$ cat src/cpes_pkg.sv
// ---------------------------------------------------------------------------
// Camera pan ease sequencer package
// Shared types and constants: sequencer states, pan phases, register map
// and the fixed widths of the rate and time fields.
// ---------------------------------------------------------------------------
package cpes_pkg;

  // Fixed field widths.
  localparam int DT_W      = 16;  // delta_time, unsigned Q0.16
  localparam int RATE_W    = 24;  // pan_rate and hold_rate, unsigned Q8.16
  localparam int RATE_FRAC = 32;  // fraction bits of rate * delta_time
  localparam int CFG_DW    = 32;  // configuration data width
  localparam int CFG_AW    = 5;   // configuration byte address width
  localparam int CFG_IW    = 3;   // register index width

  // Register map, index = byte address / 4.
  localparam logic [CFG_IW-1:0] REG_START_X = 3'd0;
  localparam logic [CFG_IW-1:0] REG_START_Y = 3'd1;
  localparam logic [CFG_IW-1:0] REG_GOAL_X  = 3'd2;
  localparam logic [CFG_IW-1:0] REG_GOAL_Y  = 3'd3;
  localparam logic [CFG_IW-1:0] REG_PAN     = 3'd4;
  localparam logic [CFG_IW-1:0] REG_HOLD    = 3'd5;

  // Reset value of both rates: 1.0 in Q8.16.
  localparam logic [RATE_W-1:0] RATE_RESET = 24'h010000;

  // Pan phases, as reported on the stage field.
  typedef enum logic [1:0] {
    PH_TO_TARGET = 2'd0,
    PH_HOLD      = 2'd1,
    PH_RETURN    = 2'd2,
    PH_DONE      = 2'd3
  } phase_t;

  // Sequencer steps around the shared multiplier.
  typedef enum logic [3:0] {
    ST_IDLE,  // waiting for a request
    ST_INC,   // multiply rate by delta_time
    ST_ADV,   // advance and saturate progress
    ST_SQ,    // multiply t by t
    ST_CUBE,  // multiply t2 by (3 - 2t)
    ST_DX,    // latch s, form the x distance
    ST_MX,    // multiply x distance by s
    ST_RX,    // finish x, form the y distance
    ST_MY,    // multiply y distance by s
    ST_RY,    // finish y, phase transitions
    ST_FIN    // hand the result to the output register
  } seq_state_t;

endpackage

$ cat src/camera_pan_ease_sequencer.sv
// ---------------------------------------------------------------------------
// Camera pan ease sequencer
// Steps a four-phase camera pan (to target, hold, return, done) once per
// tick request, with smoothstep easing computed on one shared multiplier.
// ---------------------------------------------------------------------------
//
//  Channel | Direction | Handshake             | Contents
//  --------+-----------+-----------------------+------------------------------------
//  in_     | slave     | tvalid/tready         | delta_time, follow_x, follow_y, restart
//  out_    | master    | tvalid/tready         | view_x, view_y, stage
//  cfg_    | APB slave | psel/penable/pready   | six pan registers at 4*index
//
// A moving-phase request steps from ST_INC through ST_RY, a hold request only
// through ST_INC and ST_ADV, and a done request goes straight to ST_FIN; every
// product goes through the single shared multiplier, one product per cycle.
// Reset (rst_n low, synchronous) clears phase, progress and the camera
// position and loads the register reset values.
// The output register holds one result; a stalled out_tready delays only the
// hand-off of the next result, and in_tready is low while a request is in work.
// ---------------------------------------------------------------------------
module camera_pan_ease_sequencer #(
  parameter int POS_WIDTH = 24,
  parameter int FRAC_BITS = 16
) (
  input  logic                                  clk,
  input  logic                                  rst_n,
  // Tick requests: delta_time, follow_x, follow_y, restart (lowest bit up).
  input  logic                                  in_tvalid,
  output logic                                  in_tready,
  input  logic [((cpes_pkg::DT_W + 2*POS_WIDTH + 1 + 7) / 8) * 8 - 1:0] in_tdata,
  // Results: view_x, view_y, stage (lowest bit up).
  output logic                                  out_tvalid,
  input  logic                                  out_tready,
  output logic [((2*POS_WIDTH + 2 + 7) / 8) * 8 - 1:0] out_tdata,
  // Configuration port.
  input  logic                                  cfg_psel,
  input  logic                                  cfg_penable,
  input  logic                                  cfg_pwrite,
  input  logic [cpes_pkg::CFG_AW-1:0]           cfg_paddr,
  input  logic [cpes_pkg::CFG_DW-1:0]           cfg_pwdata,
  output logic [cpes_pkg::CFG_DW-1:0]           cfg_prdata,
  output logic                                  cfg_pready
);

  localparam int P      = POS_WIDTH;
  localparam int F      = FRAC_BITS;
  localparam int OUT_W  = ((2*P + 2 + 7) / 8) * 8;
  // Shared multiplier operand width: the widest of distance, 3 - 2t and rate.
  localparam int MW0    = (P + 1 > F + 2) ? P + 1 : F + 2;
  localparam int MW     = (MW0 > cpes_pkg::RATE_W) ? MW0 : cpes_pkg::RATE_W;
  localparam int PW     = 2 * MW;
  localparam int INC_SH = cpes_pkg::RATE_FRAC - F;
  localparam int INC_W  = cpes_pkg::RATE_W + cpes_pkg::DT_W - INC_SH;
  localparam int SUM_W  = INC_W + 1;
  localparam logic [F:0]       ONE_Q   = (F+1)'(1) << F;
  localparam logic [F+1:0]     THREE_Q = (F+2)'(3) << F;
  localparam logic [SUM_W-1:0] ONE_S   = SUM_W'(1) << F;
  localparam logic [PW:0]      RND_UP  = (PW+1)'(ONE_Q) - (PW+1)'(1);

  // Configuration registers.
  logic signed [P-1:0]             start_x_r, start_y_r, goal_x_r, goal_y_r;
  logic [cpes_pkg::RATE_W-1:0]     pan_rate_r, hold_rate_r;

  // Sequencer and pan state.
  cpes_pkg::seq_state_t            state_r, state_nxt;
  cpes_pkg::phase_t                phase_r;
  logic [F:0]                      progress_r;
  logic signed [P-1:0]             view_x_r, view_y_r;

  // Captured request fields.
  logic [cpes_pkg::DT_W-1:0]       dt_r;
  logic signed [P-1:0]             fol_x_r, fol_y_r;

  // Shared multiplier and its operands.
  logic [MW-1:0]                   mul_a, mul_b;
  logic [PW-1:0]                   prod_r;
  logic [F:0]                      s_r;
  logic [P:0]                      mag_r;
  logic                            neg_r;

  // Output register.
  logic                            out_valid_r;
  logic [OUT_W-1:0]                out_data_r;

  logic                            in_fire;
  logic                            cfg_wr;
  logic [cpes_pkg::CFG_IW-1:0]     cfg_idx;

  // Request field views.
  logic [cpes_pkg::DT_W-1:0]       in_dt;
  logic signed [P-1:0]             in_fx, in_fy;
  logic                            in_restart;

  // Arithmetic around the multiplier.
  logic [INC_W-1:0]                inc;
  logic [SUM_W-1:0]                sum;
  logic                            sat;
  logic signed [P-1:0]             a_x, b_x, a_y, b_y, a_cur, b_cur, a_res;
  logic signed [P:0]               dif;
  logic [P:0]                      mag;
  logic [PW:0]                     prod_up;
  logic [P:0]                      quo;
  logic signed [P:0]               blend_w;

  assign in_dt      = in_tdata[cpes_pkg::DT_W-1:0];
  assign in_fx      = in_tdata[cpes_pkg::DT_W +: P];
  assign in_fy      = in_tdata[cpes_pkg::DT_W + P +: P];
  assign in_restart = in_tdata[cpes_pkg::DT_W + 2*P];

  assign in_fire    = in_tvalid && in_tready;
  assign out_tvalid = out_valid_r;
  assign out_tdata  = out_data_r;

  // Configuration writes and reads.
  assign cfg_pready = 1'b1;
  assign cfg_wr     = cfg_psel && cfg_penable && cfg_pwrite;
  assign cfg_idx    = cfg_paddr[cpes_pkg::CFG_AW-1:2];

  always_ff @(posedge clk) begin
    if (!rst_n) begin
      start_x_r   <= '0;
      start_y_r   <= '0;
      goal_x_r    <= '0;
      goal_y_r    <= '0;
      pan_rate_r  <= cpes_pkg::RATE_RESET;
      hold_rate_r <= cpes_pkg::RATE_RESET;
    end else if (cfg_wr) begin
      case (cfg_idx)
        cpes_pkg::REG_START_X: start_x_r   <= cfg_pwdata[P-1:0];
        cpes_pkg::REG_START_Y: start_y_r   <= cfg_pwdata[P-1:0];
        cpes_pkg::REG_GOAL_X:  goal_x_r    <= cfg_pwdata[P-1:0];
        cpes_pkg::REG_GOAL_Y:  goal_y_r    <= cfg_pwdata[P-1:0];
        cpes_pkg::REG_PAN:     pan_rate_r  <= cfg_pwdata[cpes_pkg::RATE_W-1:0];
        cpes_pkg::REG_HOLD:    hold_rate_r <= cfg_pwdata[cpes_pkg::RATE_W-1:0];
        default: ;
      endcase
    end
  end

  always_comb begin
    case (cfg_idx)
      cpes_pkg::REG_START_X: cfg_prdata = cpes_pkg::CFG_DW'(start_x_r);
      cpes_pkg::REG_START_Y: cfg_prdata = cpes_pkg::CFG_DW'(start_y_r);
      cpes_pkg::REG_GOAL_X:  cfg_prdata = cpes_pkg::CFG_DW'(goal_x_r);
      cpes_pkg::REG_GOAL_Y:  cfg_prdata = cpes_pkg::CFG_DW'(goal_y_r);
      cpes_pkg::REG_PAN:     cfg_prdata = cpes_pkg::CFG_DW'(pan_rate_r);
      cpes_pkg::REG_HOLD:    cfg_prdata = cpes_pkg::CFG_DW'(hold_rate_r);
      default:               cfg_prdata = '0;
    endcase
  end

  // Next state of the sequencer.
  always_comb begin
    state_nxt = state_r;
    case (state_r)
      cpes_pkg::ST_IDLE: begin
        if (in_fire) begin
          if (in_restart || phase_r != cpes_pkg::PH_DONE) begin
            state_nxt = cpes_pkg::ST_INC;
          end else begin
            state_nxt = cpes_pkg::ST_FIN;
          end
        end
      end
      cpes_pkg::ST_INC:  state_nxt = cpes_pkg::ST_ADV;
      cpes_pkg::ST_ADV: begin
        if (phase_r == cpes_pkg::PH_HOLD) begin
          state_nxt = cpes_pkg::ST_FIN;
        end else begin
          state_nxt = cpes_pkg::ST_SQ;
        end
      end
      cpes_pkg::ST_SQ:   state_nxt = cpes_pkg::ST_CUBE;
      cpes_pkg::ST_CUBE: state_nxt = cpes_pkg::ST_DX;
      cpes_pkg::ST_DX:   state_nxt = cpes_pkg::ST_MX;
      cpes_pkg::ST_MX:   state_nxt = cpes_pkg::ST_RX;
      cpes_pkg::ST_RX:   state_nxt = cpes_pkg::ST_MY;
      cpes_pkg::ST_MY:   state_nxt = cpes_pkg::ST_RY;
      cpes_pkg::ST_RY:   state_nxt = cpes_pkg::ST_FIN;
      cpes_pkg::ST_FIN: begin
        if (!out_valid_r || out_tready) begin
          state_nxt = cpes_pkg::ST_IDLE;
        end
      end
      default:           state_nxt = cpes_pkg::ST_IDLE;
    endcase
  end

  // Sequencer outputs: request ready and multiplier operand selection.
  always_comb begin
    in_tready = 1'b0;
    mul_a     = '0;
    mul_b     = '0;
    case (state_r)
      cpes_pkg::ST_IDLE: in_tready = 1'b1;
      cpes_pkg::ST_INC: begin
        mul_a = (phase_r == cpes_pkg::PH_HOLD) ? MW'(hold_rate_r) : MW'(pan_rate_r);
        mul_b = MW'(dt_r);
      end
      cpes_pkg::ST_SQ: begin
        mul_a = MW'(progress_r);
        mul_b = MW'(progress_r);
      end
      cpes_pkg::ST_CUBE: begin
        mul_a = MW'(prod_r[2*F:F]);
        mul_b = MW'(THREE_Q - {progress_r, 1'b0});
      end
      cpes_pkg::ST_MX, cpes_pkg::ST_MY: begin
        mul_a = MW'(mag_r);
        mul_b = MW'(s_r);
      end
      default: ;
    endcase
  end

  // Progress advance with saturation at one.
  assign inc = prod_r[INC_SH +: INC_W];
  assign sum = SUM_W'(progress_r) + inc;
  assign sat = (sum >= ONE_S);

  // Blend endpoints: start to goal while moving out, goal to follow on return.
  always_comb begin
    if (phase_r == cpes_pkg::PH_RETURN) begin
      a_x = goal_x_r;
      b_x = fol_x_r;
      a_y = goal_y_r;
      b_y = fol_y_r;
    end else begin
      a_x = start_x_r;
      b_x = goal_x_r;
      a_y = start_y_r;
      b_y = goal_y_r;
    end
  end

  // Distance of the axis being set up: x in ST_DX, y in ST_RX.
  assign a_cur = (state_r == cpes_pkg::ST_DX) ? a_x : a_y;
  assign b_cur = (state_r == cpes_pkg::ST_DX) ? b_x : b_y;
  assign dif   = (P+1)'(b_cur) - (P+1)'(a_cur);
  assign mag   = dif[P] ? unsigned'(-dif) : unsigned'(dif);

  // Scaled distance, floored for a rising axis and ceiled for a falling one,
  // so that the sum rounds toward minus infinity either way.
  assign a_res   = (state_r == cpes_pkg::ST_RX) ? a_x : a_y;
  assign prod_up = (PW+1)'(prod_r) + RND_UP;
  assign quo     = neg_r ? prod_up[F +: P+1] : prod_r[F +: P+1];
  assign blend_w = neg_r ? (P+1)'(a_res) - signed'(quo) : (P+1)'(a_res) + signed'(quo);

  // Shared multiplier, registered.
  always_ff @(posedge clk) begin
    prod_r <= mul_a * mul_b;
  end

  // Datapath and pan state.
  always_ff @(posedge clk) begin
    if (!rst_n) begin
      state_r    <= cpes_pkg::ST_IDLE;
      phase_r    <= cpes_pkg::PH_TO_TARGET;
      progress_r <= '0;
      view_x_r   <= '0;
      view_y_r   <= '0;
    end else begin
      state_r <= state_nxt;
      case (state_r)
        cpes_pkg::ST_IDLE: begin
          if (in_fire && in_restart) begin
            phase_r    <= cpes_pkg::PH_TO_TARGET;
            progress_r <= '0;
          end
        end
        cpes_pkg::ST_ADV: begin
          if (phase_r == cpes_pkg::PH_HOLD) begin
            if (sat) begin
              progress_r <= '0;
              phase_r    <= cpes_pkg::PH_RETURN;
            end else begin
              progress_r <= sum[F:0];
            end
          end else begin
            progress_r <= sat ? ONE_Q : sum[F:0];
          end
        end
        cpes_pkg::ST_RX: view_x_r <= blend_w[P-1:0];
        cpes_pkg::ST_RY: begin
          if (progress_r >= ONE_Q && phase_r == cpes_pkg::PH_TO_TARGET) begin
            // End of the outbound pan: snap to the goal and start the hold.
            view_x_r   <= goal_x_r;
            view_y_r   <= goal_y_r;
            progress_r <= '0;
            phase_r    <= cpes_pkg::PH_HOLD;
          end else begin
            view_y_r <= blend_w[P-1:0];
            if (progress_r >= ONE_Q) begin
              phase_r <= cpes_pkg::PH_DONE;
            end
          end
        end
        default: ;
      endcase
    end
  end

  // Request capture, eased value and distance magnitude.
  always_ff @(posedge clk) begin
    if (in_fire) begin
      dt_r    <= in_dt;
      fol_x_r <= in_fx;
      fol_y_r <= in_fy;
    end
    if (state_r == cpes_pkg::ST_DX) begin
      s_r <= prod_r[2*F:F];
    end
    if (state_r == cpes_pkg::ST_DX || state_r == cpes_pkg::ST_RX) begin
      mag_r <= mag;
      neg_r <= dif[P];
    end
  end

  // Output register.
  always_ff @(posedge clk) begin
    if (!rst_n) begin
      out_valid_r <= 1'b0;
    end else if (state_r == cpes_pkg::ST_FIN && (!out_valid_r || out_tready)) begin
      out_valid_r <= 1'b1;
    end else if (out_tready) begin
      out_valid_r <= 1'b0;
    end
  end

  always_ff @(posedge clk) begin
    if (state_r == cpes_pkg::ST_FIN && (!out_valid_r || out_tready)) begin
      out_data_r <= OUT_W'({phase_r, view_y_r, view_x_r});
    end
  end

endmodule
$ cat config.mk
export PLATFORM = sky130hd
export DESIGN_NAME = camera_pan_ease_sequencer
export DESIGN_NICKNAME = d
export VERILOG_FILES = /design/src/cpes_pkg.sv /design/src/camera_pan_ease_sequencer.sv
export SDC_FILE = /design/constraint.sdc
export NUM_CORES = 2
export LEC_CHECK = 0
export BUFFER_PORTS_ARGS = -buffer_cell sky130_fd_sc_hd__buf_2
export CORE_MARGIN = 2
export CORE_UTILIZATION = 40
export DETAILED_ROUTE_END_ITERATION = 7
export SETUP_SLACK_MARGIN = 0.15
export SLEW_MARGIN = 20
export SYNTH_ARGS = -nofsm -noshare
export SYNTH_HDL_FRONTEND = slang
export SYNTH_SLANG_ARGS = --single-unit
$ cat constraint.sdc
create_clock -name clk -period 23.7 [get_ports clk]
set_input_delay 2.37 -clock clk [delete_from_list [all_inputs] [get_ports clk]]
set_output_delay 2.37 -clock clk [all_outputs]
set_load 0.01 [all_outputs]
Word level (Yosys, flattened, before mapping) --
Index checks and enable logic that the tools add are counted.
Storage, ports and cells: register bits 413, output and inout bits 91, bits of input ports 116
Operators by class: multipliers 1, eq/ne operators 25, muxes and demuxes 37, magnitude comparators 2, reduce and logical (&&, ||, !) cells 27, $add $sub $neg 7
Operators by type and width (count):
- $mux 24 | 13
- $pmux 25 s4 | 2
- $pmux 32 s6 | 1
- $mux 17 | 5
- $pmux 17 s3 | 1
- $pmux 24 s2 | 1
- $pmux 4 s11 | 1
- $add 40x16->40 const B | 1
- $mul 25x25->40 | 1
- $add 17x24->25 | 1
- $ge 25x17->1 const B | 1
- $neg 25->25 | 1
- $sub 24x24->25 | 1
- $add 24x24->24 | 1
- $sub 24x24->24 | 1
- $sub 18x18->19 const A | 1
- $ge 17x17->1 const B | 1
- $eq 4x3->1 const B | 4
- $mux 4 | 4
- $reduce_and 2->1 | 8
- $eq 4x4->1 const B | 3
- $ne 2x2->1 const B | 6
- $mux 2 | 5
- $eq 4x2->1 const B | 2
- other kinds (21) | 33

Depth between registers and ports, before layout --
depth in word-level cells 6, mapped depth 34, mapped depth without buffers 32

Least setup slack after synthesis --
Ideal clock, no wire load.
path kind register -> register, start point register state_r[3], end point register prod_r[39], setup slack 15012 ps, library setup time 120 ps, period minus slack after synthesis 8688 ps, data arrival time 8568 ps, path buffers 5, stages on the path, launching flop included 33, path through dfxtp_1 -> clkbuf_1 -> nor4b_1 -> clkbuf_1 -> clkbuf_1 -> buf_2 -> nand3_1 -> nand3_1 -> clkbuf_1 -> nand2_1 -> fa_1 -> inv_1 -> fa_1 -> inv_1 -> fa_1 -> fa_1 -> inv_1 -> fa_1 -> fa_1 -> inv_1 -> fa_1 -> inv_1 -> ha_1 -> a21o_1 -> a21o_1 -> a21o_1 -> a21o_1 -> a21o_1 -> a2111oi_0 -> o31ai_1 -> a31o_2 -> a21oi_1 -> xnor2_1
On the way: cells in the longest elaborated chain, start to end 4, elaborated cells between the ends (all ways) 9
Ends and longest elaborated chain:
- start: declaration | line camera_pan_ease_sequencer.sv:65 | cpes_pkg::seq_state_t state_r, state_nxt;
- start signal: assignment | line camera_pan_ease_sequencer.sv:257 | state_r <= cpes_pkg::ST_IDLE;
- start signal: assignment | line camera_pan_ease_sequencer.sv:263 | state_r <= state_nxt;
- $eq 4x3->1 or $eq 4x4->1 (tied branches) | line camera_pan_ease_sequencer.sv:194 | case (state_r)
- $reduce_or 2->1 | line camera_pan_ease_sequencer.sv:194
- $pmux 25 s4 | line camera_pan_ease_sequencer.sv:194
- $mul 25x25->40 (*) | line camera_pan_ease_sequencer.sv:251 | prod_r <= mul_a * mul_b;
- end signal: assignment | line camera_pan_ease_sequencer.sv:251
- end: declaration | line camera_pan_ease_sequencer.sv:76 | logic [PW-1:0] prod_r;
Mark *: on every way between the ends. The rest lies on a longest branch, timed or not. A chain may end at the register's enable or synchronous reset.

Worst setup path after layout --
start point register phase_r[1], end point register prod_r[36]
On the way: cells in the longest elaborated chain, start to end 4
Ends and longest elaborated chain:
- start: declaration | line camera_pan_ease_sequencer.sv:66 | cpes_pkg::phase_t phase_r;
- start signal: assignment | line camera_pan_ease_sequencer.sv:258 | phase_r <= cpes_pkg::PH_TO_TARGET;
- start signal: assignment | line camera_pan_ease_sequencer.sv:267 | phase_r <= cpes_pkg::PH_TO_TARGET;
- start signal: assignment | line camera_pan_ease_sequencer.sv:275 | phase_r <= cpes_pkg::PH_RETURN;
- $eq 2x1->1 | line camera_pan_ease_sequencer.sv:197 | mul_a = (phase_r == cpes_pkg::PH_HOLD) ? MW'(hold_rate_r) : MW'(pan_rate_r);
- $mux 24 | line camera_pan_ease_sequencer.sv:197
- $pmux 25 s4 | line camera_pan_ease_sequencer.sv:194
- $mul 25x25->40 | line camera_pan_ease_sequencer.sv:251
No other way between the ends.

==> impl_metrics.yaml <==
synth:
  average_cell_area_after_synthesis_sq_um: 9.038
  yosys.cell_count.top_type: "sky130_fd_sc_hd__nand2_1"
  ys.warnings.count: 0
  synth-seq-cells: 413
  biggest_area_consumer_among_synthesized_cells: "sky130_fd_sc_hd__fa_1"
  yosys_most_used_dff: "sky130_fd_sc_hd__dfxtp_1"
  postSynthCellCount: 4337
  top_area_cell_type_share_of_the_netlist_area_pct: 24.00
  yosysUniqueCellTypes: 89
  synth_top_cells_by_count: "sky130_fd_sc_hd__nand2_1, sky130_fd_sc_hd__inv_1, sky130_fd_sc_hd__fa_1"
  synth_enable_flop_cells: 157
  synth-async-reset-ratio_pct: 0
  synth_area_leaders: "sky130_fd_sc_hd__fa_1, sky130_fd_sc_hd__dfxtp_1, sky130_fd_sc_hd__edfxtp_1, sky130_fd_sc_hd__nand2_1, sky130_fd_sc_hd__inv_1"
  mappedNetlistArea_sq_mm: 0.03920
  seq_area_frac_synth_pct: 25.10
sta:
  max_slew_margin_pct: 20.23
  layout_skew_ns: 0.05555
  slew_violations: 0
  max_slew.worst_pin.slew_ns: 1.197
  final.setup.tns_ns: 0
  hold_violations: 0
  grt_setup_unrepaired: "no"
  layout_min_cycle_time_ns: 10.41
  timing.fmax_mhz: 96.05
  period_share_pct: 43.93
  setup-violations-final: 0
die:
  die_width_um: 317.0
  placementRows: 114
  initial_utilization_pct: 40.47
  num_io_pins: 207
  design.die.area_sq_mm: 0.1005
  die_height_um: 317.0
  design.core.area_sq_mm: 0.09685
detailed_routing:
  route.detailed.wl_per_inst_um: 22.76
  drtAntennaViolNets: 0
  num_vias: 32050
  totalWireLength_mm: 130.7
  post-route-drc-count: 0
  vias_per_cell: 5.580
  detail_route.iter0.violations: 3010
  firstDrtPassIters: 8
worst_setup_path:
  timing.setup.critical_path_class: "register to register"
  crit_path_max_fanout: 27
  critPathMaxStageDelay_ns: 0.89
  critical_path_arrival_ns: 10.90
  timing.critical_path.required_ns: 24.19
  cp-start-kind: "register"
  worst_setup_path_end_kind: "register"
  critical-path-slowest-cell: "sky130_fd_sc_hd__a21oi_1"
place:
  globalplace.congestion: 0.9434
  dp_cells: 5658
  placement.io_buffers: 182
  place.detailed.hpwl_mm: 99.87
clock_tree:
  clk-insertion-delay-late_ns: 0.63
  cts_tree: "done"
  clkSinkCount: 413
  tritoncts.num_buffers: 44
  cts.root.buffer_cell: "sky130_fd_sc_hd__clkbuf_16"
  post_cts.resized_instances: 0
  cts_hold_buffers: 0
  htree_num_levels: 2
  clock_path_buffers: 3
  clk_transition_reported_paths_ns: 0.07
  cts_setup_buffers: 0
global_route:
  use_met3_pct: 5.335
  grt_antenna_before_repair: 13
  grt.overflow.total: 0
  grt.total_usage_pct: 26.12
  grt_start_max_net_pins: 97
  vias_in_the_first_global_route: 31190
  globalRouteMet1Util_pct: 35.30
  wire_length_of_the_first_global_routing_pass_mm: 195.6
  globalRoute.busiestLayer: "met2"
  grt_use_met2_pct: 40.83
power:
  leakagePower_nw: 18.93
  power_per_cell_area_mw_per_mm2: 49.15
  vdd.ir_drop.worst_mv: 0.06167
run:
  cap_viol_max_count: 0
layout:
  fin_cells: 5743
  fin_nets: 5215
  layout-area-overhead-vs-synth_pct: 9.627
  final_layout_size_suffix_gt1_share_pct: 10.11
worst_hold_path:
  worst_hold_path_type: "register to register"
outcome:
  result_of_the_run: "finished, final reports clean"
==> where the power goes <==
part	internal, mW	switching (mW)
combinational	0.212	0.387
sequential	0.773	0.0280
clock	0.397	0.315
==> final cells by class <==
cell class                 count  area, sq um
timing repair buffer         250         1421
sequential                   413         9839
clock buffer                  66         1235
clock inverter                15        203.9
multi-input combinational   3043        26120
fill                        9498        53880
antenna                        4        10.01
tap                         1276         1597
inverter                     676         2542
==> stage by stage <==
stage	power [mW]	area [sq um]	hold WS (ns)	util [%]	setup slack [ns]
detailed placement	1.398	41520	0.4094	42.87	13.45
floorplan	1.208	39270	0.4030	-	15.01
finish	2.112	42970	0.4279	44.37	13.29
global placement	1.394	41520	0.4092	42.87	13.48
global route	2.194	42970	0.4305	44.36	12.91
CTS	2.106	42960	0.4248	44.36	13.42
==> worst max-delay path, delay by kind of cell (launching register included) <==
family / cells / cell delay (ns)
compound gates: 11 / 3.64
fa+ha+maj: 8 / 3.83
mux: 1 / 0.86
flops: 1 / 0.51
simple gates: 3 / 0.46
buf+inv: 8 / 0.95
==> sequential cells by signal, indices dropped and copies added, names as in the netlist, 2 cells and up <==
name / flops
out_tdata: 50
prod_r: 40
mag_r: 25
fol_x_r: 24
fol_y_r: 24
goal_x_r: 24
goal_y_r: 24
hold_rate_r: 24
pan_rate_r: 24
start_x_r: 24
start_y_r: 24
view_x_r: 24
view_y_r: 24
progress_r: 17
s_r: 17
dt_r: 16
state_r: 4
phase_r: 2
==> final timing paths <==
check,endpoint,startpoint,depth (start not counted),slack [ns]
setup / recovery,prod_r[36]$_DFF_P_,phase_r[1]$_SDFFE_PN0P_,31,13.29
setup reg to reg,prod_r[36]$_DFF_P_,phase_r[1]$_SDFFE_PN0P_,31,13.29
hold reg to reg,out_tdata[16]$_DFFE_PP_,view_x_r[16]$_SDFFE_PN0P_,0,0.43
hold / removal,out_tdata[16]$_DFFE_PP_,view_x_r[16]$_SDFFE_PN0P_,0,0.43
==> cells by family after synthesis <==
family                     synth area share, %
AOI/OAI and AO/OA                        13.12
xor gates and xnor gates                 3.594
adders and majority gates                30.42
buffers and inverters                    8.797
DFF                                      25.10
muxes                                    4.906
other                                  0.01916
and+or+nand+nor                          14.04
==> layer usage <==
metal  part of all wire [%]  vias to the layer above
met5                  0.047                        -
met4                    4.6                       12
met3                    9.1                      289
met2                     45                     1436
met1                     41                    15930
li1                       -                    14380
==> layout by cell type, fill, tap and decap left out, types with 20 or more instances in the layout <==
master                      synthesis  final
sky130_fd_sc_hd__o21a_1            28     28
sky130_fd_sc_hd__buf_4             14     68
sky130_fd_sc_hd__nand2_1          696    695
sky130_fd_sc_hd__and2_1            22     23
sky130_fd_sc_hd__xor2_1            47     47
sky130_fd_sc_hd__buf_2              4    182
sky130_fd_sc_hd__nor3_1            33     31
sky130_fd_sc_hd__a22o_1            20     20
sky130_fd_sc_hd__inv_1            675    674
sky130_fd_sc_hd__conb_1             2     22
sky130_fd_sc_hd__nor2_1           335    334
sky130_fd_sc_hd__mux2i_1           29     29
sky130_fd_sc_hd__mux4_2            70     70
sky130_fd_sc_hd__o211ai_1          34     34
sky130_fd_sc_hd__a22oi_1           89     89
sky130_fd_sc_hd__ha_1             201    201
sky130_fd_sc_hd__a21o_1            70     70
sky130_fd_sc_hd__clkbuf_16          0     44
sky130_fd_sc_hd__edfxtp_1         157    157
sky130_fd_sc_hd__fa_1             470    470
sky130_fd_sc_hd__dfxtp_1          256    256
sky130_fd_sc_hd__xnor2_1          112    112
sky130_fd_sc_hd__a21oi_1          284    276
sky130_fd_sc_hd__nand3_1           54     54
sky130_fd_sc_hd__o21ai_0          124    124
Note: power is estimated with default switching activity, not from simulation.
